$ cat config.mk
export PLATFORM = sky130hd
export DESIGN_NAME = vfa_div_cell
export DESIGN_NICKNAME = d
export VERILOG_FILES = /design/src/hdl/vfa_pkg.sv /design/src/hdl/vfa_div_cell.sv
export SDC_FILE = /design/constraint.sdc
export NUM_CORES = 1
export LEC_CHECK = 0
export BUFFER_PORTS_ARGS = -buffer_cell sky130_fd_sc_hd__buf_4
export CORE_AREA = 5 5 354 356
export CTS_BUF_LIST = sky130_fd_sc_hd__clkbuf_8
export CTS_CLUSTER_DIAMETER = 50
export DETAILED_ROUTE_END_ITERATION = 8
export DIE_AREA = 0 0 359 361
export GPL_TIMING_DRIVEN = 0
export PLACE_DENSITY_LB_ADDON = 0.2
export SLEW_MARGIN = 20
export SYNTH_ARGS = -nofsm -noshare
export SYNTH_HDL_FRONTEND = slang
export SYNTH_SLANG_ARGS = --single-unit
$ cat constraint.sdc
create_clock -name clk -period 0.8 [get_ports clk]
set_clock_uncertainty 0.05 [all_clocks]
set_input_delay 0.04 -clock clk [delete_from_list [all_inputs] [get_ports clk]]
set_output_delay 0.04 -clock clk [all_outputs]
set_load 0.01 [all_outputs]
$ cat src/hdl/vfa_pkg.sv
// Shared types, codes and helpers for the fixed-point vector unit.
package vfa_pkg;

	localparam int COMPONENTS = 3;
	localparam int FRAC_BITS  = 16;
	localparam int SQRT_CELLS = 32;
	localparam int DIV_BITS   = 17;

	typedef enum logic [2:0] {
		CMD_ADD    = 3'd0,
		CMD_SUB    = 3'd1,
		CMD_DOT    = 3'd2,
		CMD_SCALE  = 3'd3,
		CMD_LENGTH = 3'd4,
		CMD_NORM   = 3'd5,
		CMD_NEG    = 3'd6
	} cmd_t;

	typedef enum logic [1:0] {
		ST_OK   = 2'd0,
		ST_OVF  = 2'd1,
		ST_ZERO = 2'd2
	} status_t;

	typedef logic signed [31:0] word_t;

	typedef struct packed {
		logic [31:0] val;
		logic        ov;
	} sat_t;

	// One transaction as it travels down the chain of cells
	typedef struct packed {
		logic                                  valid;
		cmd_t                                  cmd;
		logic                                  ov;
		logic [COMPONENTS-1:0][31:0]           r;
		logic [31:0]                           scal;
		logic [63:0]                           n;
		logic [35:0]                           rem;
		logic [31:0]                           root;
		logic [COMPONENTS-1:0]                 neg;
		logic [COMPONENTS-1:0][47:0]           drem;
		logic [COMPONENTS-1:0][DIV_BITS-1:0]   quo;
	} token_t;

	// Saturate a wide signed value to the signed 32-bit range
	function automatic sat_t sat32(input logic signed [65:0] v);
		sat_t s;
		s.ov = (v[65:31] != {35{v[31]}});
		if (s.ov) begin
			s.val = v[65] ? 32'h8000_0000 : 32'h7FFF_FFFF;
		end else begin
			s.val = v[31:0];
		end
		return s;
	endfunction

endpackage

$ cat src/hdl/vfa_div_cell.sv
// Divide cell: resolves one quotient bit in every lane against the length.
module vfa_div_cell #(
	parameter int SHIFT = 16
) (
	input  logic            clk,
	input  logic            arst_n,
	input  vfa_pkg::token_t tin,
	output vfa_pkg::token_t tout
);
	import vfa_pkg::*;

	logic [47:0] dvs_c;
	token_t      tok_c;
	logic                      tok_vld_q;
	logic [$bits(token_t)-2:0] tok_dat_q;

	// Subtract the shifted divisor where it fits
	always_comb begin
		tok_c = tin;
		dvs_c = {16'd0, tin.root} << SHIFT;
		for (int i = 0; i < COMPONENTS; i++) begin
			if (tin.drem[i] >= dvs_c) begin
				tok_c.drem[i]       = tin.drem[i] - dvs_c;
				tok_c.quo[i][SHIFT] = 1'b1;
			end
		end
	end

	// Advance valid
	always_ff @(posedge clk or negedge arst_n) begin
		if (!arst_n) begin
			tok_vld_q <= 1'b0;
		end else begin
			tok_vld_q <= tok_c.valid;
		end
	end

	// Advance payload
	always_ff @(posedge clk) begin
		tok_dat_q <= tok_c[$bits(token_t)-2:0];
	end

	assign tout = {tok_vld_q, tok_dat_q};

endmodule

Word-level counts from Yosys, hierarchy flattened
Cells that the tools add are included.
Widths: inputs -> output; s select.
{ "totals": {"ff_bits": 463, "input_bits": 465, "output_inout_bits": 463, "elab_cells": 14} }
{ "op_classes": {"addsub": 3, "n_lt_le_gt_ge": 3, "muxes": 3} }
{ "op_table": {"columns": ["op", "n"], "rows": [
  ["$ge 48x48->1", 3],
  ["$mux 48", 3],
  ["$sub 48x48->48", 3]
]} }

Longest topological paths before layout
Gate-level depths: netlist (run 1).
{ "logic_depth": {"depth_word": 2, "mapped_depth": 13, "ltp_nobuf": 12} }

Worst setup path before layout (run 1)
OpenSTA, ideal clock, no wires.
{ "synth_timing": {"path_type": "input -> register", "startpoint": "in tin[115] (netlist name)", "endpoint": "reg tok_dat_q[137]", "setup_time_ps": 121, "arrival_ps": 2413, "t_required_ps": 629, "path_slack_ps": -1785, "cell_stages": 12, "path_buffers": 1, "path_cell_list": "inv_1 > ha_1 > fa_1 > nor2b_1 > o31a_1 > o21ai_2 > o32ai_2 > a41oi_2 > a2111oi_4 > nor3_4 > buf_6 > mux2_4"} }
{ "synth_rtl": {"columns": ["element", "line", "rtl"], "rows": [
  ["from (decl)", "vfa_div_cell.sv:7", "input vfa_pkg::token_t tin,"],
  ["to (signal assigned)", "vfa_div_cell.sv:40", "tok_dat_q <= tok_c[$bits(token_t)-2:0];"],
  ["to (decl)", "vfa_div_cell.sv:15", "logic [$bits(token_t)-2:0] tok_dat_q;"]
]} }

==> results of run 1 <==
-- registers in the layout (all words and copies together) (netlist names) --
| register | flops |
|---|---|
| tok_dat_q | 462 |
| tok_vld_q | 1 |
-- cells in the mapped netlist, types with 4 or more instances --
cell,n
a221oi_1,5
xnor2_1,37
nand2_1,113
o21a_1,15
and2_1,8
a211oi_1,6
nand4_1,18
mux2_2,13
ha_1,96
nor3_1,19
or3_1,4
a31o_2,4
clkbuf_1,33
o211ai_1,5
and4_1,5
o21bai_1,6
nor4_1,11
inv_1,58
or2_2,4
o31ai_1,8
nand2b_1,19
a21o_1,39
dfxtp_1,462
nor2_1,75
nand3_1,26
a31oi_1,11
xor2_1,44
buf_2,4
a21oi_1,103
o21ai_0,112
nor2b_1,10
and3_1,11
-- kinds of logic (layout without fill, tap and decap cells) --
logic type	count (synthesis)	in the layout	synth area share (%)
flip-flops	463	463	59.13
multiplexers	18	18	1.316
AND/OR/NAND/NOR	336	336	10.36
other	0	23	0
buffers and inverters	99	2049	2.473
AO/OA/AOI/OAI	355	355	14.16
XOR/XNOR	81	81	4.523
adder cells (fa/ha/maj)	99	99	8.041
-- layout make-up --
type	instances	area share, %
multi-input combinational	889	19.52
buffer	32	1.035
inverter	58	0.7644
clock buffer	132	4.512
sequential	463	24.47
antenna	23	0.1429
timing repair buffer	1772	43.19
clock inverter	55	1.311
tap	1625	5.050
-- power groups by stage --
stage | Sequential [W] | Combinational (W) | Clock, W
2_1_floorplan | 0.0269 | 0.00506 | 0
3_3_place_gp | 0.0260 | 0.0143 | 0
3_5_place_dp | 0.0260 | 0.0142 | 0
4_1_cts | 0.0255 | 0.0187 | 0.0313
5_1_grt | 0.0264 | 0.0224 | 0.0325
6_report | 0.0262 | 0.0211 | 0.0302
-- routing by layer --
| layer | wire length, um | up-vias |
|---|---|---|
| li1 | - | 8886 |
| met1 | 41580 | 9094 |
| met2 | 66940 | 707 |
| met3 | 9627 | 284 |
| met4 | 7994 | 30 |
| met5 | 195 | - |
-- worst paths after layout --
path / startpoint / to / slack, ns / cells past startpoint
max: tin[176] / tok_dat_q[166]$_DFF_P_ / -1.66 / 13
min: tin[203] / tok_dat_q[203]$_DFF_P_ / -0.70 / 1
max in group asynchronous: arst_n / tok_vld_q$_DFF_PN0_ / 0.51 / 3
min in group asynchronous: arst_n / tok_vld_q$_DFF_PN0_ / 0.09 / 3
-- critical path, stage by stage --
cell	delay (ns)
buf_4	0.11
dlygate4sd3_1	0.63
ha_4	0.29
clkbuf_8	0.14
nand4_1	0.19
or4_4	0.61
a21o_1	0.23
a21oi_2	0.18
nor3_4	0.08
buf_12	0.15
buf_8	0.13
clkbuf_16	0.18
a21oi_4	0.13
-- repair_timing --
item                                   CTS  global route
hold buffers                           754            29
setup buffers                           27            36
resized for setup                      237          1120
cloned                                   5             7
pin swaps                               31            71
setup endpoints to repair              562           562
endpoints found under the hold margin  464            97
-- per-stage QoR --
step                      power (W)  instances  setup TNS [ns]  setup WS [ns]
final                       0.07747       5049         -395.18         -1.658
after global routing        0.08127       5034         -441.37         -1.674
after detailed placement    0.04021       4003         -281.46         -3.422
after CTS                   0.07558       4970         -436.00         -1.467
after floorplan             0.03194       1451         -143.76         -1.667
after global placement      0.04029       4003         -296.86         -3.866
==> impl_metrics.tcl, run 1 <==
set metrics [dict create \
    status "finished, violations left" \
    violations "hold timing, setup timing" \
    antenna_found_initial 63 \
    fmax_mhz 406.9 \
    seqCellArea_mm2 0.009852 \
    grt-busiest-layer "met2" \
    grt_overflow_total 0 \
    fin_hold_ws_ns -0.7011 \
    mostFrequentLayoutCells "778 x dlygate4sd3_1, 495 x buf_4, 464 x buf_6, 447 x dfxtp_2, 138 x clkbuf_8" \
    cellLeakagePower_nw 17.29 \
    cts_max_level 3 \
    relSlewSlack_pct 55.84 \
    syn_nets 2015 \
    grt_setup_unrepaired "true" \
    fillers 12350 \
    grt_pass1_wl_mm 165.1 \
    dp_hpwl_mm 100.7 \
    p_per_area_mw_per_mm2 1924 \
    cap_violations 0 \
    wl_per_cell_um 25.02 \
    critPathRequiredTime_ns 1.46 \
    hold_viol_final 78 \
    rows 128 \
    maxSlewViolCount 0 \
    clk_path_buf_depth 3 \
    synthToLayoutAreaGrowth_pct 156.7 \
    worst_setup_path_end_kind "register" \
    setup_viol 565 \
    path_clk_slew_ns 0.06 \
    synth_seq_area_share_pct 59.13 \
    cts_tree "built" \
    dieHeight_um 361 \
    vias_per_cell 3.763 \
    path_max_fanout 7 \
    synthCells 1451 \
    synth_edf_count 0 \
    multiInputGateArea_mm2 0.007860 \
    synth_ff_type "dfxtp_1" \
    grt_max_degree 17 \
    ios 928 \
    finalWirelength_mm 126.3 \
    p_comb_share_pct 27.2 \
    dieArea_mm2 0.1296 \
    fp.coreArea_mm2 0.1214 \
    cp-start-kind "input pin" \
    ys_seq_elements 463 \
    final_cell_area_mm2 0.04026 \
    path_class "in2reg" \
    placed_cell_area_mm2 0.02529 \
    drt_iter0_drc 661 \
    synth_cell_types 75 \
    avgSynthCellArea_um2 10.81 \
    fin_crit_sh_pct 307.2 \
    drive_above_1_share_pct 57.31 \
    finalWorstSetupSlack_ns -1.658 \
    die_w_um 359 \
    gp_congestion 0.8747 \
    netlist_top_cells_area "dfxtp_1 59%, ha_1 7.7%, o21ai_0 3.6%, a21oi_1 3.3%, nand2_1 2.7%" \
    syn-cell-area_mm2 0.01569 \
    cts_buffers 102 \
    num_vias 19000 \
    nets 3882 \
    grt.met1_usage_pct 17.29 \
    p_int_w 0.05421 \
    critical_path_arrival_ns 3.11 \
    first_pass_iters 4 \
    root_buffer "clkbuf_8" \
    clkPwrFrac_pct 38.9 \
    grt_pass1_vias 19810 \
    post-route-util_pct 33.17 \
    start_util_pct 12.92 \
    worstMarginPinSlew_ns 0.6580 \
    grt_usage_pct 18.32 \
    synth_top_area_share_pct 58.97 \
    hp-class "in2reg" \
    ant_nets 0 \
    cts_sinks 463 \
    post-route-min-period_ns 2.458 \
    synthArstFlopShare_pct 0.2160 \
    switchingPower_w 0.02326 \
    ys_warn_count 0 \
    yosysTopAreaCell "dfxtp_1" \
    sw_frac_of_total_pct 30.03 \
    final_common_cell "dlygate4sd3_1" \
    use_met2_pct 35.55 \
    p_seq_share_pct 33.9 \
    io_buffer_count 927 \
    gr-usage-met3_pct 6.927 \
    drcViolationCount 0 \
    vdd_drop_max_mv 1.326 \
]
Power figures use the tool's default switching activity.
==> inputs of run 2 (changes only) <==
==> constraint.sdc (replaced) <==
create_clock -name clk -period 2.6 [get_ports clk]
set_clock_uncertainty 0.05 [all_clocks]
set_input_delay 0.13 -clock clk [delete_from_list [all_inputs] [get_ports clk]]
set_output_delay 0.13 -clock clk [all_outputs]
set_load 0.01 [all_outputs]
==> run 2 against run 1 <==
Effect of this change: the run ends with hold timing left; die area unchanged; core utilization down 4.0 points; sequential share of layout area up 1.7 points; sequential power down 70%; total power down 72%; clock power down 71%; routed wire length down 3.3%; critical path type unchanged; global-route usage down 0.24 points; count of clock-buffer cells in the layout down 10.
==> impl_metrics.tcl, run 2 (same netlist as run 1, synthesis figures left out) <==
set metrics [dict create \
    dieHeight_um 361 \
    finalWorstSetupSlack_ns 0.02687 \
    grt_pass1_vias 19640 \
    grt_usage_pct 18.08 \
    gp_congestion 0.8804 \
    finalWirelength_mm 122.2 \
    p_per_area_mw_per_mm2 617.9 \
    first_pass_iters 5 \
    ios 928 \
    top_regs "tok_dat_q: 462 flops, tok_vld_q: 1 flops" \
    tns_ns 0 \
    drt_iter0_drc 741 \
    critPathRequiredTime_ns 3.19 \
    io_buffer_count 927 \
    dp_hpwl_mm 100.3 \
    violations "hold timing" \
    cap_violations 0 \
    grt_overflow_total 0 \
    cts_tree "built" \
    report.power.total_w 0.02187 \
    path_class "in2reg" \
    path_max_fanout 10 \
    slowest_delay_ns 0.57 \
    cts_sinks 463 \
    num_vias 18540 \
    start_util_pct 12.92 \
    root_buffer "clkbuf_8" \
    vias_per_cell 3.701 \
    setup_viol 0 \
    fin_hold_ws_ns -0.5139 \
    grt_pass1_wl_mm 162.4 \
    path_clk_slew_ns 0.06 \
    crit_family "compound AO/OA/AOI/OAI gates" \
    dp_slack_ns -2.025 \
    cp-start-kind "input pin" \
    fillers 12920 \
    critical_path_arrival_ns 3.16 \
    cp_cell_sequence "buf_4 -> dlygate4sd3_1 -> ha_2 -> nand4_1 -> buf_4 -> o32ai_4 -> a41oi_2 -> a2111oi_4 -> nor3_4 -> buf_12 -> buf_12 -> o31ai_4" \
    status "finished, violations left" \
    worst_setup_path_end_kind "register" \
    relSlewSlack_pct 59.53 \
    synthToLayoutAreaGrowth_pct 125.7 \
    hold_viol_final 37 \
    cts_max_level 3 \
    cts_buffers 99 \
    antenna_found_initial 57 \
    grt_setup_unrepaired "false" \
    worstMarginPinSlew_ns 0.6030 \
    rows 128 \
    clk_path_buf_depth 3 \
    post-route-min-period_ns 2.573 \
    fmax_mhz 388.6 \
    grt_max_degree 17 \
    dieArea_mm2 0.1296 \
    mostFrequentLayoutCells "938 x buf_4, 807 x dlygate4sd3_1, 462 x dfxtp_1, 123 x clkbuf_8, 113 x nand2_1" \
    drcViolationCount 0 \
    vdd_drop_max_mv 0.3593 \
    nets 3854 \
    largest_reg_flops 462 \
    slowest_stage "dlygate4sd3_1" \
    regMostFlops "tok_dat_q" \
    maxSlewViolCount 0 \
    post-route-util_pct 29.16 \
    critPathBufInv 5 \
    final_common_cell "buf_4" \
    die_w_um 359 \
    fin_crit_sh_pct 98.97 \
    hp-class "in2reg" \
    cellLeakagePower_nw 16.03 \
    fp.coreArea_mm2 0.1214 \
    ant_nets 0 \
    drive_above_1_share_pct 35.32 \
    wl_per_cell_um 24.39 \
]
run 2: changes by cell type in the layout (fill, tap and decap cells not counted), sizes merged:
cell | previous run | this run
diode | 23 | 21
inv | 68 | 88
clkinv | 16 | 7
dlygate4sd3 | 778 | 807
buf | 999 | 944
clkbuf | 159 | 150
clkinvlp | 22 | 9
run 2: path summary, 6_finish.rpt:
kind | from | end | slack [ns] | cells past startpoint
max in group asynchronous | arst_n | tok_vld_q$_DFF_PN0_ | 2.25 | 3
min in group asynchronous | arst_n | tok_vld_q$_DFF_PN0_ | 0.14 | 3
hold / removal | tin[198] | tok_dat_q[198]$_DFF_P_ | -0.51 | 1
setup / recovery | tin[129] | tok_dat_q[138]$_DFF_P_ | 0.03 | 12
run 2: through the flow:
stage	instances	cell area, um^2	hold slack [ns]
global placement	4003	24710	-0.1443
finish	5010	35400	-0.5139
detailed placement	4003	24720	-0.1421
floorplan	1451	15720	-0.2156
CTS	4975	35060	-0.7015
global route	5002	35380	-0.6013
run 2: per-layer routing:
metal  vias to the layer above  global-route usage [%]  wire (um)
met5                         -                       0        114
met4                        18                   8.614       7095
met3                       229                   6.113       8783
met2                       709                   33.57      63230
met1                      8778                   18.14      42970
li1                       8807                       -          -
run 2: area by class of cell:
class / instances / area [um^2] / share of cell area [%]
inverters: 58 / 217.7 / 0.6150
flip-flops and latches: 463 / 9274 / 26.20
clock buffers: 122 / 1679 / 4.743
clock inverters: 53 / 494.2 / 1.396
well taps: 1625 / 2033 / 5.743
multi-input cells: 889 / 6320 / 17.85
diodes: 21 / 52.55 / 0.1484
plain buffers: 38 / 227.7 / 0.6433
repair buffers: 1741 / 15100 / 42.66
run 2: what timing repair did:
action                                  in CTS  in global routing
endpoints found under the setup margin      97                 95
endpoints found under the hold margin      464                 44
gates resized for setup                     65                 49
buffers inserted                             3                  4
hold buffers                               794                 13
pin swaps                                    4                  3
run 2: where the power goes:
group | switching (W) | leakage [nW] | internal (W)
clock | 0.00376 | 1.18 | 0.00498
combinational | 0.00256 | 10.9 | 0.00271
sequential | 0.000183 | 3.91 | 0.00768
==> inputs of run 3 (changes only) <==
--- a/config.mk
+++ b/config.mk
@@ -5,12 +5,14 @@
 export SDC_FILE = /design/constraint.sdc
 export NUM_CORES = 1
 export LEC_CHECK = 0
+export ABC_AREA = 1
 export BUFFER_PORTS_ARGS = -buffer_cell sky130_fd_sc_hd__buf_4
-export CORE_AREA = 5 5 354 356
+export CAP_MARGIN = 0
+export CORE_AREA = 5 5 356 358
 export CTS_BUF_LIST = sky130_fd_sc_hd__clkbuf_8
 export CTS_CLUSTER_DIAMETER = 50
 export DETAILED_ROUTE_END_ITERATION = 8
-export DIE_AREA = 0 0 359 361
+export DIE_AREA = 0 0 361 363
 export GPL_TIMING_DRIVEN = 0
 export PLACE_DENSITY_LB_ADDON = 0.2
 export SLEW_MARGIN = 20
==> run 3 against run 2 <==
Effect of this change: flip-flop and latch count did not move; clock power barely moved; critical endpoint is now tok_dat_q[93]$_DFF_P_; the run ends with setup timing left; synthesized area rose by 21%; combinational power rose by 15%; setup slack got worse by 0.17 ns.
==> impl_metrics.tcl, run 3 <==
set metrics [dict create \
    wl_met3_mm 11.90 \
    tns_ns -1.454 \
    drt_iter0_drc 1372 \
    die_w_um 361 \
    status "finished, violations left" \
    drcViolationCount 0 \
    yosysMostFrequentCell "nand2_1" \
    num_vias 23340 \
    synthArstFlopShare_pct 0.2160 \
    yosysTopAreaCell "dfxtp_1" \
    drive_above_1_share_pct 26.92 \
    cellLeakagePower_nw 19.49 \
    p_comb_share_pct 26.7 \
    nets 4877 \
    p_int_w 0.01528 \
    dieArea_mm2 0.1310 \
    mostFrequentLayoutCells "929 x buf_4, 854 x nand2_1, 788 x dlygate4sd3_1, 462 x dfxtp_1, 458 x inv_1" \
    fp.coreArea_mm2 0.1230 \
    synth_edf_count 0 \
    critical_path_arrival_ns 3.35 \
    io_buffer_count 927 \
    dp_hpwl_mm 139.1 \
    synth.top_cells.by_count "854 x nand2_1, 462 x dfxtp_1, 431 x inv_1" \
    regMostFlops "tok_dat_q" \
    grt_overflow_total 0 \
    synth_ff_type "dfxtp_1" \
    critPathRequiredTime_ns 3.21 \
    root_buffer "clkbuf_8" \
    ys_seq_elements 463 \
    path_clk_slew_ns 0.06 \
    cts_max_level 3 \
    synthCells 2494 \
    ant_nets 0 \
    start_util_pct 15.44 \
    placed_cell_area_mm2 0.02800 \
    grt_usage_pct 24.00 \
    worst_setup_path_end_kind "register" \
    rows 129 \
    dr_wl_met2_mm 80.22 \
    fillers 13480 \
    gp_congestion 0.9296 \
    dieHeight_um 363 \
    synth_top_area_share_pct 48.70 \
    path_max_fanout 10 \
    cp-start-kind "input pin" \
    synth_cell_types 36 \
    antenna_found_initial 90 \
    syn_nets 3058 \
    path_class "in2reg" \
    avgSynthCellArea_um2 7.616 \
    finalWirelength_mm 163.6 \
    grt_pass1_wl_mm 211.4 \
    netlist_top_cells_area "dfxtp_1 49%, nand2_1 17%, inv_1 8.5%, ha_1 6.3%, nand3_1 5.4%" \
    wl_per_cell_um 26.97 \
    post-route-min-period_ns 2.742 \
    final_cell_area_mm2 0.03820 \
    cts_buffers 100 \
    clkPwrFrac_pct 38.5 \
    relSlewSlack_pct 59.07 \
    report.power.total_w 0.02267 \
    top_regs "tok_dat_q: 462 flops, tok_vld_q: 1 flops" \
    fin_crit_sh_pct 105.5 \
    syn-cell-area_mm2 0.01899 \
    cts_sinks 463 \
    synthToLayoutAreaGrowth_pct 101.1 \
    p_seq_share_pct 34.8 \
    highest_layer "met5" \
    first_pass_iters 5 \
    finalWorstSetupSlack_ns -0.1420 \
    dp_slack_ns -0.2533 \
    violations "setup timing" \
    hold_viol_final 0 \
    cts_tree "built" \
    clk_path_buf_depth 3 \
    grt_max_degree 15 \
    vias_per_cell 3.848 \
    p_per_area_mw_per_mm2 593.5 \
    maxSlewViolCount 0 \
    ios 928 \
    cap_violations 0 \
    setup_viol 34 \
    hp-class "in2reg" \
    fin_hold_ws_ns 0.09568 \
    ys_warn_count 0 \
    grt_pass1_vias 23570 \
    vdd_drop_max_mv 0.4049 \
    largest_reg_flops 462 \
    worstMarginPinSlew_ns 0.6132 \
    synth_seq_area_share_pct 48.83 \
    switchingPower_w 0.007391 \
    grt_setup_unrepaired "true" \
    m1WireLength_mm 65.57 \
    final_common_cell "buf_4" \
    fmax_mhz 364.7 \
    sw_frac_of_total_pct 32.60 \
]
==> run 3: cell count changes in the layout (fill, tap and decap cells not counted), moves of 31 or more <==
cell     delta
o21ai_0    -86
nand2_1   +741
nand3_1   +179
a21o_1     -36
xnor2_1    -31
a21oi_1    -50
inv_1     +377
nor2_1     +88
==> run 3: path summary, 6_finish.rpt <==
check                      cells after the start     start                endpoint  slack, ns
max                                           13  tin[209]   tok_dat_q[93]$_DFF_P_      -0.14
min                                            2  tin[409]  tok_dat_q[409]$_DFF_P_        0.1
max in group asynchronous                      3    arst_n     tok_vld_q$_DFF_PN0_       2.22
min in group asynchronous                      3    arst_n     tok_vld_q$_DFF_PN0_       0.18
==> run 3: area by class of cell <==
cell class	count	area [um^2]	share of cell area, %
Antenna cell	36	90.09	0.2358
Buffer	31	225.2	0.5896
Clock buffer	119	1638	4.288
Clock inverter	64	511.7	1.340
Inverter	436	1652	4.324
Multi-Input combinational cell	1564	7874	20.61
Sequential cell	463	9274	24.28
Tap cell	1637	2048	5.362
Timing Repair Buffer	1717	14890	38.97
==> run 3: timing repair <==
item	CTS	global route
setup endpoints to repair	0	34
resized for setup	0	12
hold buffers	788	0
endpoints found under the hold margin	464	0
setup buffers	0	2
==> run 3: power groups by stage <==
stage               Combinational [W]  Sequential (W)  Clock (W)
global placement              0.00501         0.00802          0
CTS                           0.00612         0.00789    0.00905
global route                  0.00650         0.00793    0.00935
detailed placement            0.00498         0.00802          0
finish                        0.00606         0.00789    0.00873
floorplan                     0.00177         0.00829          0
==> run 3: routing by layer <==
layer | global-route usage (%) | vias up
met4 | 7.408 | 34
met1 | 28.05 | 10880
met2 | 42.69 | 874
li1 | - | 11320
met5 | 0 | -
met3 | 6.661 | 236
==> run 3: critical path: stages <==
cell           delay [ns]
dlygate4sd3_1        0.65
buf_4                0.17
clkinvlp_4           0.32
ha_1                 0.50
nand2_1              0.15
nor2_1               0.23
nand2_1              0.18
nor3_2               0.21
nand3_2              0.13
nand3_4              0.20
buf_6                0.20
nand3_1              0.14
nand2_1              0.12
==> run 3: logic make-up (layout without fill, tap and decap cells) <==
family	after synthesis	in the layout	share of synthesized area, %
flops	463	463	48.83
fa+ha+maj	99	99	6.640
buf+inv	467	2367	9.783
other cells	0	36	0
xor+xnor	45	45	2.075
simple gates	1350	1350	30.61
compound gates	70	70	2.062
==> run 3: through the flow <==
stage                     util (%)  std cells
after floorplan                  -       2494
after global placement       22.77       5058
after detailed placement     22.77       5058
after CTS                    30.93       6029
after global routing         31.01       6045
final                        31.06       6067
