## src/hdl/vfa_pkg.sv

```systemverilog
// Shared types, codes and helpers for the fixed-point vector unit.
package vfa_pkg;

	localparam int COMPONENTS = 3;
	localparam int FRAC_BITS  = 16;
	localparam int SQRT_CELLS = 32;
	localparam int DIV_BITS   = 17;

	typedef enum logic [2:0] {
		CMD_ADD    = 3'd0,
		CMD_SUB    = 3'd1,
		CMD_DOT    = 3'd2,
		CMD_SCALE  = 3'd3,
		CMD_LENGTH = 3'd4,
		CMD_NORM   = 3'd5,
		CMD_NEG    = 3'd6
	} cmd_t;

	typedef enum logic [1:0] {
		ST_OK   = 2'd0,
		ST_OVF  = 2'd1,
		ST_ZERO = 2'd2
	} status_t;

	typedef logic signed [31:0] word_t;

	typedef struct packed {
		logic [31:0] val;
		logic        ov;
	} sat_t;

	// One transaction as it travels down the chain of cells
	typedef struct packed {
		logic                                  valid;
		cmd_t                                  cmd;
		logic                                  ov;
		logic [COMPONENTS-1:0][31:0]           r;
		logic [31:0]                           scal;
		logic [63:0]                           n;
		logic [35:0]                           rem;
		logic [31:0]                           root;
		logic [COMPONENTS-1:0]                 neg;
		logic [COMPONENTS-1:0][47:0]           drem;
		logic [COMPONENTS-1:0][DIV_BITS-1:0]   quo;
	} token_t;

	// Saturate a wide signed value to the signed 32-bit range
	function automatic sat_t sat32(input logic signed [65:0] v);
		sat_t s;
		s.ov = (v[65:31] != {35{v[31]}});
		if (s.ov) begin
			s.val = v[65] ? 32'h8000_0000 : 32'h7FFF_FFFF;
		end else begin
			s.val = v[31:0];
		end
		return s;
	endfunction

endpackage

```

## src/hdl/vfa_sqrt_cell.sv

```systemverilog
// Square root cell: resolves one root bit from two radicand bits.
module vfa_sqrt_cell (
	input  logic            clk,
	input  logic            arst_n,
	input  vfa_pkg::token_t tin,
	output vfa_pkg::token_t tout
);
	import vfa_pkg::*;

	logic [35:0] shifted_c;
	logic [35:0] trial_c;
	token_t      tok_c;
	logic                      tok_vld_q;
	logic [$bits(token_t)-2:0] tok_dat_q;

	// Bring down two bits and try the next root bit
	always_comb begin
		tok_c     = tin;
		shifted_c = {tin.rem[33:0], tin.n[63:62]};
		trial_c   = {2'b00, tin.root, 2'b01};
		tok_c.n   = {tin.n[61:0], 2'b00};
		if (shifted_c >= trial_c) begin
			tok_c.rem  = shifted_c - trial_c;
			tok_c.root = {tin.root[30:0], 1'b1};
		end else begin
			tok_c.rem  = shifted_c;
			tok_c.root = {tin.root[30:0], 1'b0};
		end
	end

	// Advance valid
	always_ff @(posedge clk or negedge arst_n) begin
		if (!arst_n) begin
			tok_vld_q <= 1'b0;
		end else begin
			tok_vld_q <= tok_c.valid;
		end
	end

	// Advance payload
	always_ff @(posedge clk) begin
		tok_dat_q <= tok_c[$bits(token_t)-2:0];
	end

	assign tout = {tok_vld_q, tok_dat_q};

endmodule

```

## config.mk

```make
export PLATFORM = sky130hd
export DESIGN_NAME = vfa_sqrt_cell
export DESIGN_NICKNAME = d
export VERILOG_FILES = /design/src/hdl/vfa_pkg.sv /design/src/hdl/vfa_sqrt_cell.sv
export SDC_FILE = /design/constraint.sdc
export NUM_CORES = 1
export LEC_CHECK = 0
export BUFFER_PORTS_ARGS = -buffer_cell sky130_fd_sc_hd__buf_2
export CAP_MARGIN = 5
export CORE_AREA = 2 2 357 359
export DETAILED_ROUTE_END_ITERATION = 8
export DIE_AREA = 0 0 359 361
export GPL_TIMING_DRIVEN = 0
export PLACE_DENSITY = 0.4
export SETUP_SLACK_MARGIN = 0.05
export SLEW_MARGIN = 0
export SYNTH_ARGS = -nofsm -noshare
export SYNTH_HDL_FRONTEND = slang
export SYNTH_SLANG_ARGS = --single-unit
```

## constraint.sdc

```tcl
create_clock -name clk -period 0.8 [get_ports clk]
set_input_delay 0.08 -clock clk [delete_from_list [all_inputs] [get_ports clk]]
set_output_delay 0.08 -clock clk [all_outputs]
set_load 0.005 [all_outputs]
```

Yosys cells after proc, flatten, opt, wreduce, memory -nomap -nowiden
Cells that the tools add are included.
{ "totals": {"latchBits": 0, "wordCells": 5, "n_memories": 0, "output_inout_bits": 463, "ramBits": 0, "romBits": 0, "ff_bits": 461, "inputBits": 465} }
{ "op_classes": {"bitwise": 0, "n_lt_le_gt_ge": 1, "multipliers": 0, "n_mux": 1, "n_div": 0, "addsub": 1, "reduce_logical": 0, "n_eq_ne": 0, "shift": 0} }
{ "ops": {"columns": ["operator", "n"], "rows": [
  ["two-way mux 68 bit", 1],
  [">= comparator 36 x 34 -> 1 bit", 1],
  ["subtractor 36 x 34 -> 36 bit", 1]
]} }

Longest topological paths before layout
Gate-level depths: netlist of run 1.
{ "depth": {"depth_word": 2, "depth_mapped": 12, "ltp_nobuf": 10} }

Least setup slack after synthesis of run 1
Ideal clock, no wire load.
{ "synth_timing": {"path_kind": "input -> register", "startpoint": "input tin[216] (netlist name)", "endpoint": "register tok_dat_q[238]", "setup_time_ns": 0.121, "stages": 11, "t_required_ns": 0.679, "path_buffers": 2, "arrival_ns": 2.001, "slack_ns": -1.322, "cell_sequence": "inv_1 -> ha_1 -> buf_2 -> nand4_1 -> nor4_4 -> nand2_1 -> nor3_2 -> nor3b_2 -> a21oi_4 -> buf_6 -> mux2_4"} }
{ "synth_lines": {"columns": ["element", "line_no", "rtl"], "rows": [
  ["start, declared", "vfa_sqrt_cell.sv:5", "input vfa_pkg::token_t tin,"],
  ["end signal, assigned", "vfa_sqrt_cell.sv:42", "tok_dat_q <= tok_c[$bits(token_t)-2:0];"],
  ["end, declared", "vfa_sqrt_cell.sv:14", "logic [$bits(token_t)-2:0] tok_dat_q;"]
]} }

==> results of run 1 <==
report_power, final:
part           internal [mW]  leakage, nW  switching (mW)
registers               24.7         3.89           0.630
clock network           15.5        0.973            11.9
logic                   6.53         8.11            4.82
logic make-up (layout without fill, tap and decap cells):
group                    after synthesis  after routing  share of synthesized area (%)
AO/OA/AOI/OAI                        133            133                          7.393
XOR/XNOR                              33             33                          2.485
adder cells (fa/ha/maj)               34             34                          3.565
buffers and inverters                 63           1671                          2.443
flip-flops                           461            461                          77.39
multiplexers                          10             10                          1.164
other                                  1             22                        0.03143
AND/OR/NAND/NOR                      126            126                          5.526
metal layers:
layer	global-route usage, %	up-vias	wire length [um]
met4	4.443	22	3410
li1	-	6016	-
met3	6.288	144	10000
met5	0	-	131
met1	14.49	6144	33610
met2	22.84	638	44070
flip-flops by register name, summed over array words and instances (netlist names):
signal,cells
tok_dat_q,460
tok_vld_q,1
cell type report:
cell class,count,share of cell area [%]
clock inverter,39,1.240
sequential,461,32.64
multi-input combinational,338,10.84
buffer,16,0.6946
tap,1650,7.031
timing repair buffer,1503,41.19
inverter,39,0.5923
antenna,20,0.1705
clock buffer,74,5.599
worst max-delay path, cell delays in order:
cell	delay, ps
buf_12	100
clkinv_8	40
ha_4	230
nor2b_4	130
o311a_4	360
o211a_1	250
o2111ai_4	280
and2_4	210
a21oi_4	80
buf_6	130
buf_6	120
buf_12	130
buf_4	130
a21oi_2	160
timing repair:
action | in CTS | in global routing
cloned | 2 | 3
gates resized for setup | 594 | 299
pin swaps | 24 | 36
hold endpoints to repair | 461 | 17
hold buffers | 521 | 6
setup endpoints to repair | 498 | 499
setup buffers | 26 | 27
per-stage QoR:
stage               utilization, %  cell area, sq um  setup WS [ps]  hold slack, ps
floorplan                        -             12100          -1220          -215.6
global placement             14.98             18780          -2474          -145.8
detailed placement           14.98             18780          -2483          -143.2
CTS                          22.35             28030          -1117          -519.5
global route                 23.39             29330          -1104          -346.1
finish                       23.41             29360          -1101          -290.7
cells in the final DEF, fill, tap and decap left out, types with 7 or more instances in the layout:
cell / synthesis / routed
xor2_1: 14 / 12
inv_6: 0 / 8
clkinv_2: 0 / 9
buf_12: 0 / 9
dfxtp_1: 460 / 183
diode_2: 0 / 20
ha_1: 34 / 12
a21o_1: 7 / 7
nand3_1: 9 / 7
xnor2_1: 18 / 16
o21ai_1: 4 / 7
ha_4: 0 / 21
a21oi_2: 9 / 26
nor2_1: 40 / 34
a21oi_1: 50 / 28
inv_1: 39 / 25
mux2_4: 7 / 9
nand4_1: 10 / 10
clkbuf_16: 0 / 63
buf_6: 3 / 268
clkinv_4: 0 / 8
buf_2: 13 / 659
inv_2: 0 / 9
buf_4: 4 / 42
dlygate4sd3_1: 0 / 526
nand2_1: 31 / 26
clkbuf_1: 3 / 7
clkbuf_8: 0 / 9
clkinvlp_4: 0 / 8
dfxtp_2: 0 / 276
o21ai_0: 22 / 11
final timing paths:
path | from | end | slack [ps] | cells after the start
min in group asynchronous | arst_n | tok_vld_q | 260 | 3
max | tin[198] | tok_dat_q[233] | -1100 | 14
min | tin[261] | tok_dat_q[263] | -290 | 2
max in group asynchronous | arst_n | tok_vld_q | 440 | 3
==> metrics.csv, run 1 <==
stage;metric;value;unit
sta;period_minus_slack;1901;ps
cts;cts_buffers;60;
place;place.detailed.hpwl;72.56;mm
status;violations;hold timing, setup timing;
min_path;hp-class;input port to register;
synthesis;synth_edf_count;0;
global_routing;grt_max_degree;17;
global_routing;grt_pass1_wl;117.4;mm
worst_setup_path;required;1350;ps
sta;rsz0062_at_grt;true;
route;drt-initial-drc-count;517;
power;p_per_area;2184;nW/um^2
global_routing;antenna_found_initial;46;
place;io_buffers;923;
floorplanning;floorplan.initialDensity;9.514;%
cts;h-tree-depth;2;
synthesis;syn_area_per_cell;13.86;sq um
floorplanning;core_area;125400;sq um
global_routing;grt_usage;13.36;%
worst_setup_path;critPathArrivalTime;2450;ps
synthesis;synth.most_common_cell;dfxtp_1;
floorplanning;ios;928;
power;leakagePower;12.98;nW
cts;cts_tree;built;
floorplanning;die_height;361;um
power;finalPower;64.13;mW
sta;tns;-199090;ps
route;firstDrtPassIters;4;
place;gp_congestion;0.8584;
layout;drive_above_1_share;61.42;%
route;wire_per_inst;22.04;um
route;vias;12960;
synthesis;synth_common_cells;dfxtp_1, a21oi_1, nor2_1;
floorplanning;dieArea;129600;sq um
layout;layoutNonFillerInstCount;4140;
sta;period_share;237.6;%
synthesis;synthesis.area;11930;sq um
synthesis;syn_inst;861;
synthesis;synth_top_cell_by_area;dfxtp_1;
status;status;complete, but fails checks;
synthesis;ys_top_cells_by_area;dfxtp_1, ha_1, a21oi_1, xnor2_1, nor2_1;
cts;clkTransAtPathRegs;60;ps
layout;n_fill_cell;13430;
sta;drv_slew;0;
synthesis;async_flop_share;0.2169;%
worst_setup_path;critPathLaunchType;input port;
sta;finalSetupViolCount;498;
global_routing;gr-total-overflow;0;
layout;multi_input_area;3183;sq um
worst_setup_path;worstSetupPathType;input port to register;
layout;area_growth_syn_to_layout;146.1;%
power;ir_worst_vdd;1734;uV
synthesis;ys_types;66;
layout;regArea;9583;sq um
place;dp_cells;3435;
sta;whs;-290.7;ps
route;drcViolationCount;0;
global_routing;grt_pass1_vias;13650;
synthesis;yosysWarningCount;0;
synthesis;synth_ff_type;dfxtp_1;
route;wirelength;91.23;mm
route;ant_nets;0;
synthesis;synth_sequential_area_ratio;77.39;%
cts;cts_sinks;461;
sta;worst_slew_pin_slew;570.8;ps
run;maxCapViolCount;0;
worst_setup_path;cp-end-kind;register;
sta;hold_viol_final;9;
sta;fin_ws;-1101;ps
floorplanning;num_rows;130;
sta;fmax;526.0;MHz
layout;nets;2918;
worst_setup_path;cp_max_fo;5;
cts;cts_root_buffer;clkbuf_16;
cts;cts_buffer_depth;3;
sta;slew_headroom;61.95;%
floorplanning;die_w;359;um
synthesis;yosysTopAreaCellShare;77.18;%
synthesis;synth-seq-cells;461;
route;via_per_inst;3.131;
(Power assumes the default switching activity.)
==> inputs of run 2 (changes only) <==
--- a/config.mk
+++ b/config.mk
@@ -7,9 +7,10 @@
 export LEC_CHECK = 0
 export BUFFER_PORTS_ARGS = -buffer_cell sky130_fd_sc_hd__buf_2
 export CAP_MARGIN = 5
-export CORE_AREA = 2 2 357 359
+export CORE_AREA = 2 2 358 360
+export CTS_BUF_LIST = sky130_fd_sc_hd__clkbuf_8
 export DETAILED_ROUTE_END_ITERATION = 8
-export DIE_AREA = 0 0 359 361
+export DIE_AREA = 0 0 360 362
 export GPL_TIMING_DRIVEN = 0
 export PLACE_DENSITY = 0.4
 export SETUP_SLACK_MARGIN = 0.05
==> metrics.csv, run 2 <==
stage;metric;value;unit;change
status;status;did not finish;;was complete, but fails checks
status;haltStage;clock tree synthesis (4_1_cts);;
status;tool.error;[ERROR RSZ-0060] Max buffer count reached.;;
synthesis;synth_top_cell_by_area;dfxtp_1;;unchanged
cts;cts-resized-gates;621;;was 594
synthesis;synth.most_common_cell;dfxtp_1;;unchanged
synthesis;ys_types;66;;unchanged
synthesis;synth_sequential_area_ratio;77.39;%;unchanged
synthesis;synth_edf_count;0;;unchanged
synthesis;yosys.area_share.adder;3.565;%;unchanged
synthesis;yosysWarningCount;0;;unchanged
cts;cts_sinks;461;;unchanged
synthesis;yosys.area_share.xor_xnor;2.485;%;unchanged
cts;h-tree-depth;3;;was 2
cts;cts_buffers;90;;was 60
place;io_buffers;923;;unchanged
synthesis;synth_top_family_by_area;compound AO/OA/AOI/OAI gates;;unchanged
place;place.detailed.hpwl;71.44;mm;was 72.56 mm
synthesis;synth-simple-area-share;5.526;%;unchanged
floorplanning;ios;928;;unchanged
cts;postCtsSetupBuffers;27;;was 26
cts;cts_root_buffer;clkbuf_8;;was clkbuf_16
floorplanning;die_w;360;um;was 359 um
synthesis;synth_ff_type;dfxtp_1;;unchanged
synthesis;synth-compound-area-share;7.393;%;unchanged
floorplanning;die_height;362;um;was 361 um
place;gp_congestion;0.8355;;was 0.8584
synthesis;synthesis.area;11930;sq um;unchanged
synthesis;yosysTopAreaCellShare;77.18;%;unchanged
synthesis;ys_top_cells_by_area;dfxtp_1, ha_1, a21oi_1, xnor2_1, nor2_1;;unchanged
synthesis;syn_inst;861;;unchanged
floorplanning;floorplan.initialDensity;9.417;%;was 9.514%
cts;hold_buffers;730;;was 521
synthesis;synth.area.mux_share;1.164;%;unchanged
synthesis;async_flop_share;0.2169;%;unchanged
cts;cts_buffer_depth;3;;unchanged
synthesis;syn_area_per_cell;13.86;sq um;unchanged
synthesis;synth-seq-cells;461;;unchanged
floorplanning;num_rows;131;;was 130
synthesis;synth_common_cells;dfxtp_1, a21oi_1, nor2_1;;unchanged
[run 2: cell counts after synthesis]
No cell type changed its count.
[run 2: logic make-up after synthesis]
kind of cell    count (synthesis)
flops                         461
compound gates                133
simple gates                  126
buf+inv                        63
fa+ha+maj                      34
xor+xnor                       33
mux                            10
other cells                     1
[run 2: through the flow]
stage | setup slack, ps | std cells | instance area (sq um) | hold WS, ps
floorplan | -1220 | 862 | 12100 | -215.6
global placement | -2556 | 3447 | 18800 | -140.7
detailed placement | -2513 | 3447 | 18800 | -143.3
==> inputs of run 3 (changes only) <==
--- a/config.mk
+++ b/config.mk
@@ -7,13 +7,11 @@
 export LEC_CHECK = 0
 export BUFFER_PORTS_ARGS = -buffer_cell sky130_fd_sc_hd__buf_2
 export CAP_MARGIN = 5
-export CORE_AREA = 2 2 358 360
-export CTS_BUF_LIST = sky130_fd_sc_hd__clkbuf_8
+export CORE_AREA = 2 2 359 361
 export DETAILED_ROUTE_END_ITERATION = 8
-export DIE_AREA = 0 0 360 362
+export DIE_AREA = 0 0 361 363
 export GPL_TIMING_DRIVEN = 0
-export PLACE_DENSITY = 0.4
-export SETUP_SLACK_MARGIN = 0.05
+export PLACE_DENSITY_LB_ADDON = 0.15
 export SLEW_MARGIN = 0
 export SYNTH_ARGS = -nofsm -noshare
 export SYNTH_HDL_FRONTEND = slang
==> constraint.sdc (replaced) <==
create_clock -name clk -period 1 [get_ports clk]
set_input_delay 0.1 -clock clk [delete_from_list [all_inputs] [get_ports clk]]
set_output_delay 0.1 -clock clk [all_outputs]
set_load 0.005 [all_outputs]
==> metrics.csv, run 3 (synthesis results as in run 1) <==
stage;metric;value;unit;change
worst_setup_path;cp_max_fo;4;;
layout;nets;2847;;
floorplanning;core_area;127000;sq um;
power;internal-power;38.10;mW;
sta;fmax;531.9;MHz;
route;vias;12470;;
place;io_buffers;923;;unchanged
route;drcViolationCount;0;;
place;gp_congestion;0.8245;;was 0.8355
worst_setup_path;cp_slowest_cell;o211ai_1;;
route;drt-initial-drc-count;337;;
layout;largest_registers;tok_dat_q x460, tok_vld_q x1;;
sta;whs;-442.0;ps;
global_routing;grt_usage;11.58;%;
cts;cts_tree;built;;
run;maxCapViolCount;0;;
cts;cts_sinks;461;;unchanged
min_path;min_path_cells;1;;
layout;largest_register;tok_dat_q;;
sta;finalSetupViolCount;498;;
layout;final_cell_mix;buf_2, dlygate4sd3_1, buf_6;;
sta;drv_slew;0;;
power;ir_worst_vdd;1365;uV;
sta;period_share;188.0;%;
floorplanning;dieArea;131000;sq um;
floorplanning;die_height;363;um;was 362 um
global_routing;grt_pass1_wl;106.6;mm;
power;leakagePower;12.74;nW;
layout;drive_above_1_share;62.60;%;
global_routing;antenna_found_initial;28;;
layout;n_fill_cell;13630;;
route;firstDrtPassIters;4;;
route;wirelength;80.26;mm;
worst_setup_path;cp_slowest_stage_delay;510;ps;
floorplanning;floorplan.initialDensity;9.393;%;was 9.417%
worst_setup_path;worstSetupPathType;input port to register;;
floorplanning;ios;928;;unchanged
sta;hold_viol_final;7;;
sta;fin_ws;-880.0;ps;
layout;largest_reg_flops;460;;
layout;design_area;28830;sq um;
sta;worst_slew_pin_slew;579.9;ps;
layout;final_util;22.69;%;
status;violations;hold timing, setup timing;;
power;power_frac_comb;17.2;%;
route;wire_per_inst;19.73;um;
layout;area_growth_syn_to_layout;141.6;%;
cts;cts_root_buffer;clkbuf_16;;was clkbuf_8
worst_setup_path;critPathArrivalTime;2410;ps;
cts;cts_buffers;58;;was 90
power;swShare;25.62;%;
global_routing;grt_pass1_vias;13550;;
place;post-place-ws;-2152;ps;was -2513 ps
cts;clkTransAtPathRegs;60;ps;
sta;rsz0062_at_grt;true;;
floorplanning;num_rows;131;;unchanged
power;finalPower;51.23;mW;
global_routing;gr-total-overflow;0;;
worst_setup_path;worst-path-buf-inv;3;;
route;via_per_inst;3.066;;
status;status;complete, but fails checks;;was did not finish
layout;final_common_cell;buf_2;;
sta;slew_headroom;61.17;%;
global_routing;grt_max_degree;17;;
route;ant_nets;0;;
min_path;hp-class;input port to register;;
cts;h-tree-depth;2;;was 3
cts;cts_buffer_depth;3;;unchanged
sta;period_minus_slack;1880;ps;
worst_setup_path;cp_cell_sequence;buf_8, inv_4, ha_4, o21ai_1, a221oi_4, buf_6, o21ai_4, o211ai_1, a21oi_2, o21bai_1, xor2_1, mux2_4;;
power;power_frac_clock;43.2;%;
place;place.detailed.hpwl;63.63;mm;was 71.44 mm
worst_setup_path;cp-end-kind;register;;
worst_setup_path;cp.depth;12;;
power;switchingPower;13.13;mW;
place;placed_cell_area;18800;sq um;unchanged
worst_setup_path;critical-path-top-delay-family;compound AO/OA/AOI/OAI gates;;
floorplanning;die_w;361;um;was 360 um
power;p_seq_share;39.6;%;
worst_setup_path;critPathLaunchType;input port;;
power;p_per_area;1777;nW/um^2;
worst_setup_path;required;1530;ps;
## run 3: path summary, 6_finish.rpt
check	start	to
worst max-delay path	tin[198]	tok_dat_q[259]
worst min-delay path	tin[220]	tok_dat_q[221]
max in group asynchronous	arst_n	tok_vld_q
min in group asynchronous	arst_n	tok_vld_q
## run 3: routing by layer
layer / global-route usage, % / up-vias / part of all wire, %
li1: - / 5858 / -
met1: 13.18 / 5919 / 39
met2: 20.24 / 555 / 49
met3: 3.917 / 126 / 7.9
met4: 3.807 / 16 / 3.5
met5: 0 / - / 0.14
## run 3: layout make-up
class | count | area [sq um] | share of cell area, %
timing repair buffer | 1436 | 11480 | 39.81
sequential | 461 | 9573 | 33.21
multi-input combinational | 338 | 3309 | 11.48
tap | 1662 | 2079 | 7.214
clock buffer | 83 | 1627 | 5.642
clock inverter | 25 | 386.6 | 1.341
buffer | 14 | 180.2 | 0.6250
inverter | 39 | 171.4 | 0.5946
antenna | 10 | 25.02 | 0.08681
## run 3: metrics by stage
stage,setup TNS [ps],instances
floorplan,-35210,862
global placement,-77470,3447
detailed placement,-76050,3447
CTS,-139170,4042
global route,-137810,4064
finish,-104890,4068
## run 3: repair_timing
item,4_1_cts,5_1_grt
hold buffers,451,12
setup endpoints to repair,498,498
setup buffers,39,8
pin swaps,48,35
hold endpoints to repair,461,16
gates cloned,3,1
gates resized for setup,645,241
## run 3: power by group through the flow
stage	logic, mW	registers (mW)	clock network [mW]
6_report	8.81	20.3	22.1
3_5_place_dp	5.37	20.4	0
5_1_grt	9.40	20.4	23.9
2_1_floorplan	1.70	20.5	0
3_3_place_gp	5.44	20.4	0
4_1_cts	8.38	20.2	23.1
==> inputs of run 4 (changes only) <==
--- a/config.mk
+++ b/config.mk
@@ -7,9 +7,9 @@
 export LEC_CHECK = 0
 export BUFFER_PORTS_ARGS = -buffer_cell sky130_fd_sc_hd__buf_2
 export CAP_MARGIN = 5
-export CORE_AREA = 2 2 359 361
+export CORE_AREA = 5 5 362 364
 export DETAILED_ROUTE_END_ITERATION = 8
-export DIE_AREA = 0 0 361 363
+export DIE_AREA = 0 0 367 369
 export GPL_TIMING_DRIVEN = 0
 export PLACE_DENSITY_LB_ADDON = 0.15
 export SLEW_MARGIN = 0
==> metrics.csv, run 4 (synthesis results as in run 1) <==
stage;metric;value;unit;change
global_routing;use_met1;12.22;%;was 13.18%
global_routing;grt_pass1_wl;113.5;mm;was 106.6 mm
cts;cts_sinks;461;;unchanged
cts;cts_root_buffer;clkbuf_16;;unchanged
worst_setup_path;path_common_cell;buf_6;;
route;drcViolationCount;0;;unchanged
sta;rsz0062_at_grt;true;;unchanged
layout;n_fill_cell;13660;;was 13630
worst_setup_path;required;1510;ps;was 1530 ps
global_routing;grt_pass1_vias;14250;;was 13550
worst_setup_path;critPathArrivalTime;2410;ps;about the same
route;vias;12800;;was 12470
power;ir_worst_vdd;1216;uV;was 1365 uV
floorplanning;core_area;127000;sq um;unchanged
status;status;complete, but fails checks;;unchanged
cts;h-tree-depth;2;;unchanged
status;violations;hold timing, setup timing;;unchanged
route;wirelength;84.86;mm;was 80.26 mm
global_routing;use_met2;20.87;%;was 20.24%
route;ant_nets;0;;unchanged
min_path;hp-class;input port to register;;unchanged
route;via_per_inst;3.103;;was 3.066
sta;slew_headroom;56.03;%;was 61.17%
route;firstDrtPassIters;4;;unchanged
sta;period_share;189.8;%;was 188.0%
cts;cts_tree;built;;unchanged
layout;largest_reg_flops;460;;unchanged
floorplanning;die_height;369;um;was 363 um
worst_setup_path;cp-end-kind;register;;unchanged
cts;cts_buffer_depth;3;;unchanged
worst_setup_path;cp_slowest_cell;o211ai_1;;unchanged
global_routing;grtUsageMet3;5.036;%;was 3.917%
place;placed_cell_area;18800;sq um;unchanged
sta;worst_slew_pin_slew;654.5;ps;was 579.9 ps
sta;period_minus_slack;1898;ps;was 1880 ps
route;wire_per_inst;20.57;um;was 19.73 um
layout;largest_registers;tok_dat_q x460, tok_vld_q x1;;unchanged
layout;final_cell_mix;buf_2, dlygate4sd3_1, buf_6;;unchanged
layout;final_util;23.21;%;was 22.69%
layout;drive_above_1_share;62.85;%;was 62.60%
sta;hold_viol_final;7;;unchanged
run;maxCapViolCount;0;;unchanged
sta;tns;-106930;ps;was -104890 ps
floorplanning;die_w;367;um;was 361 um
global_routing;antenna_found_initial;29;;was 28
floorplanning;num_rows;131;;unchanged
layout;final_common_cell;buf_2;;unchanged
route;drt-initial-drc-count;402;;was 337
power;p_per_area;1749;nW/um^2;was 1777 nW/um^2
global_routing;busiest_layer;met2;;unchanged
cts;clkTransAtPathRegs;60;ps;about the same
layout;design_area;29480;sq um;was 28830 sq um
floorplanning;floorplan.initialDensity;9.393;%;unchanged
sta;drv_slew;0;;unchanged
worst_setup_path;cp_cell_sequence;buf_8, inv_4, ha_4, nand4_1, buf_6, a221oi_4, buf_6, o21ai_4, o211ai_1, a21oi_2, buf_6, o21ai_2, xor2_1, mux2_4;;was buf_8, inv_4, ha_4, o21ai_1, a221oi_4, buf_6, o21ai_4, o211ai_1, a21oi_2, o21bai_1, xor2_1, mux2_4
layout;area_growth_syn_to_layout;147.1;%;was 141.6%
place;place.detailed.hpwl;67.69;mm;was 63.63 mm
layout;largest_register;tok_dat_q;;unchanged
worst_setup_path;cp_slowest_stage_delay;500;ps;was 510 ps
place;gp_congestion;0.9105;;was 0.8245
global_routing;grt_usage;11.85;%;was 11.58%
floorplanning;ios;928;;unchanged
power;leakagePower;12.99;nW;was 12.74 nW
layout;nets;2897;;was 2847
sta;whs;-283.3;ps;was -442.0 ps
sta;finalSetupViolCount;498;;unchanged
worst_setup_path;cp_max_fo;3;;was 4
worst_setup_path;worstSetupPathType;input port to register;;unchanged
global_routing;grt_max_degree;17;;unchanged
global_routing;gr-total-overflow;0;;unchanged
sta;fin_ws;-897.5;ps;was -880.0 ps
place;io_buffers;923;;unchanged
floorplanning;dieArea;135400;sq um;was 131000 sq um
sta;fmax;527.0;MHz;was 531.9 MHz
worst_setup_path;critPathLaunchType;input port;;unchanged
cts;cts_buffers;56;;was 58
## run 4: metal layers
metal	vias up	part of all wire, %
met5	-	0.073
met2	581	49
met3	147	8.9
met4	10	5.3
li1	5970	-
met1	6092	36
## run 4: critical path: cells and delay by family
family	cells	cell delay, ps
AO/OA/AOI/OAI	5	970
XOR/XNOR	1	90
multiplexers	1	260
AND/OR/NAND/NOR	1	110
buffers and inverters	5	600
adder cells (fa/ha/maj)	1	260
## run 4: layout make-up
| class | count | area, sq um | share of cell area, % |
|---|---|---|---|
| clock buffer | 70 | 1564 | 5.305 |
| multi-input combinational | 338 | 3272 | 11.10 |
| tap | 1662 | 2079 | 7.054 |
| antenna | 19 | 47.55 | 0.1613 |
| sequential | 461 | 9590 | 32.53 |
| inverter | 39 | 181.4 | 0.6154 |
| timing repair buffer | 1486 | 12090 | 40.99 |
| clock inverter | 34 | 464.2 | 1.575 |
| buffer | 16 | 196.4 | 0.6663 |
## run 4: per-stage QoR
| stage | setup WS (ps) | power (mW) | cells | hold slack, ps |
|---|---|---|---|---|
| 2_1_floorplan | -1040 | 22.23 | 862 | -195.6 |
| 3_3_place_gp | -2218 | 25.85 | 3447 | -121.4 |
| 3_5_place_dp | -2145 | 25.76 | 3447 | -120.2 |
| 4_1_cts | -755.0 | 52.36 | 4087 | -532.8 |
| 5_1_grt | -882.9 | 54.09 | 4113 | -346.3 |
| 6_report | -897.5 | 51.56 | 4125 | -283.3 |
## run 4: power breakdown
group,internal (mW),switching [mW]
Combinational,5.29,3.73
Clock,13.3,8.96
Sequential,19.8,0.516
Total,38.4,13.2
## run 4: path summary, 6_finish.rpt
path | from | endpoint | depth (start not counted)
min in group asynchronous | arst_n | tok_vld_q | 3
min | tin[233] | tok_dat_q[235] | 3
max in group asynchronous | arst_n | tok_vld_q | 3
max | tin[203] | tok_dat_q[263] | 14
## run 4: timing repair
item | CTS | global route
buffers inserted | 46 | 6
endpoints found under the hold margin | 461 | 21
gates cloned | 5 | 0
gates resized for setup | 735 | 194
pin swaps | 52 | 14
hold buffers | 491 | 16
endpoints found under the setup margin | 498 | 498
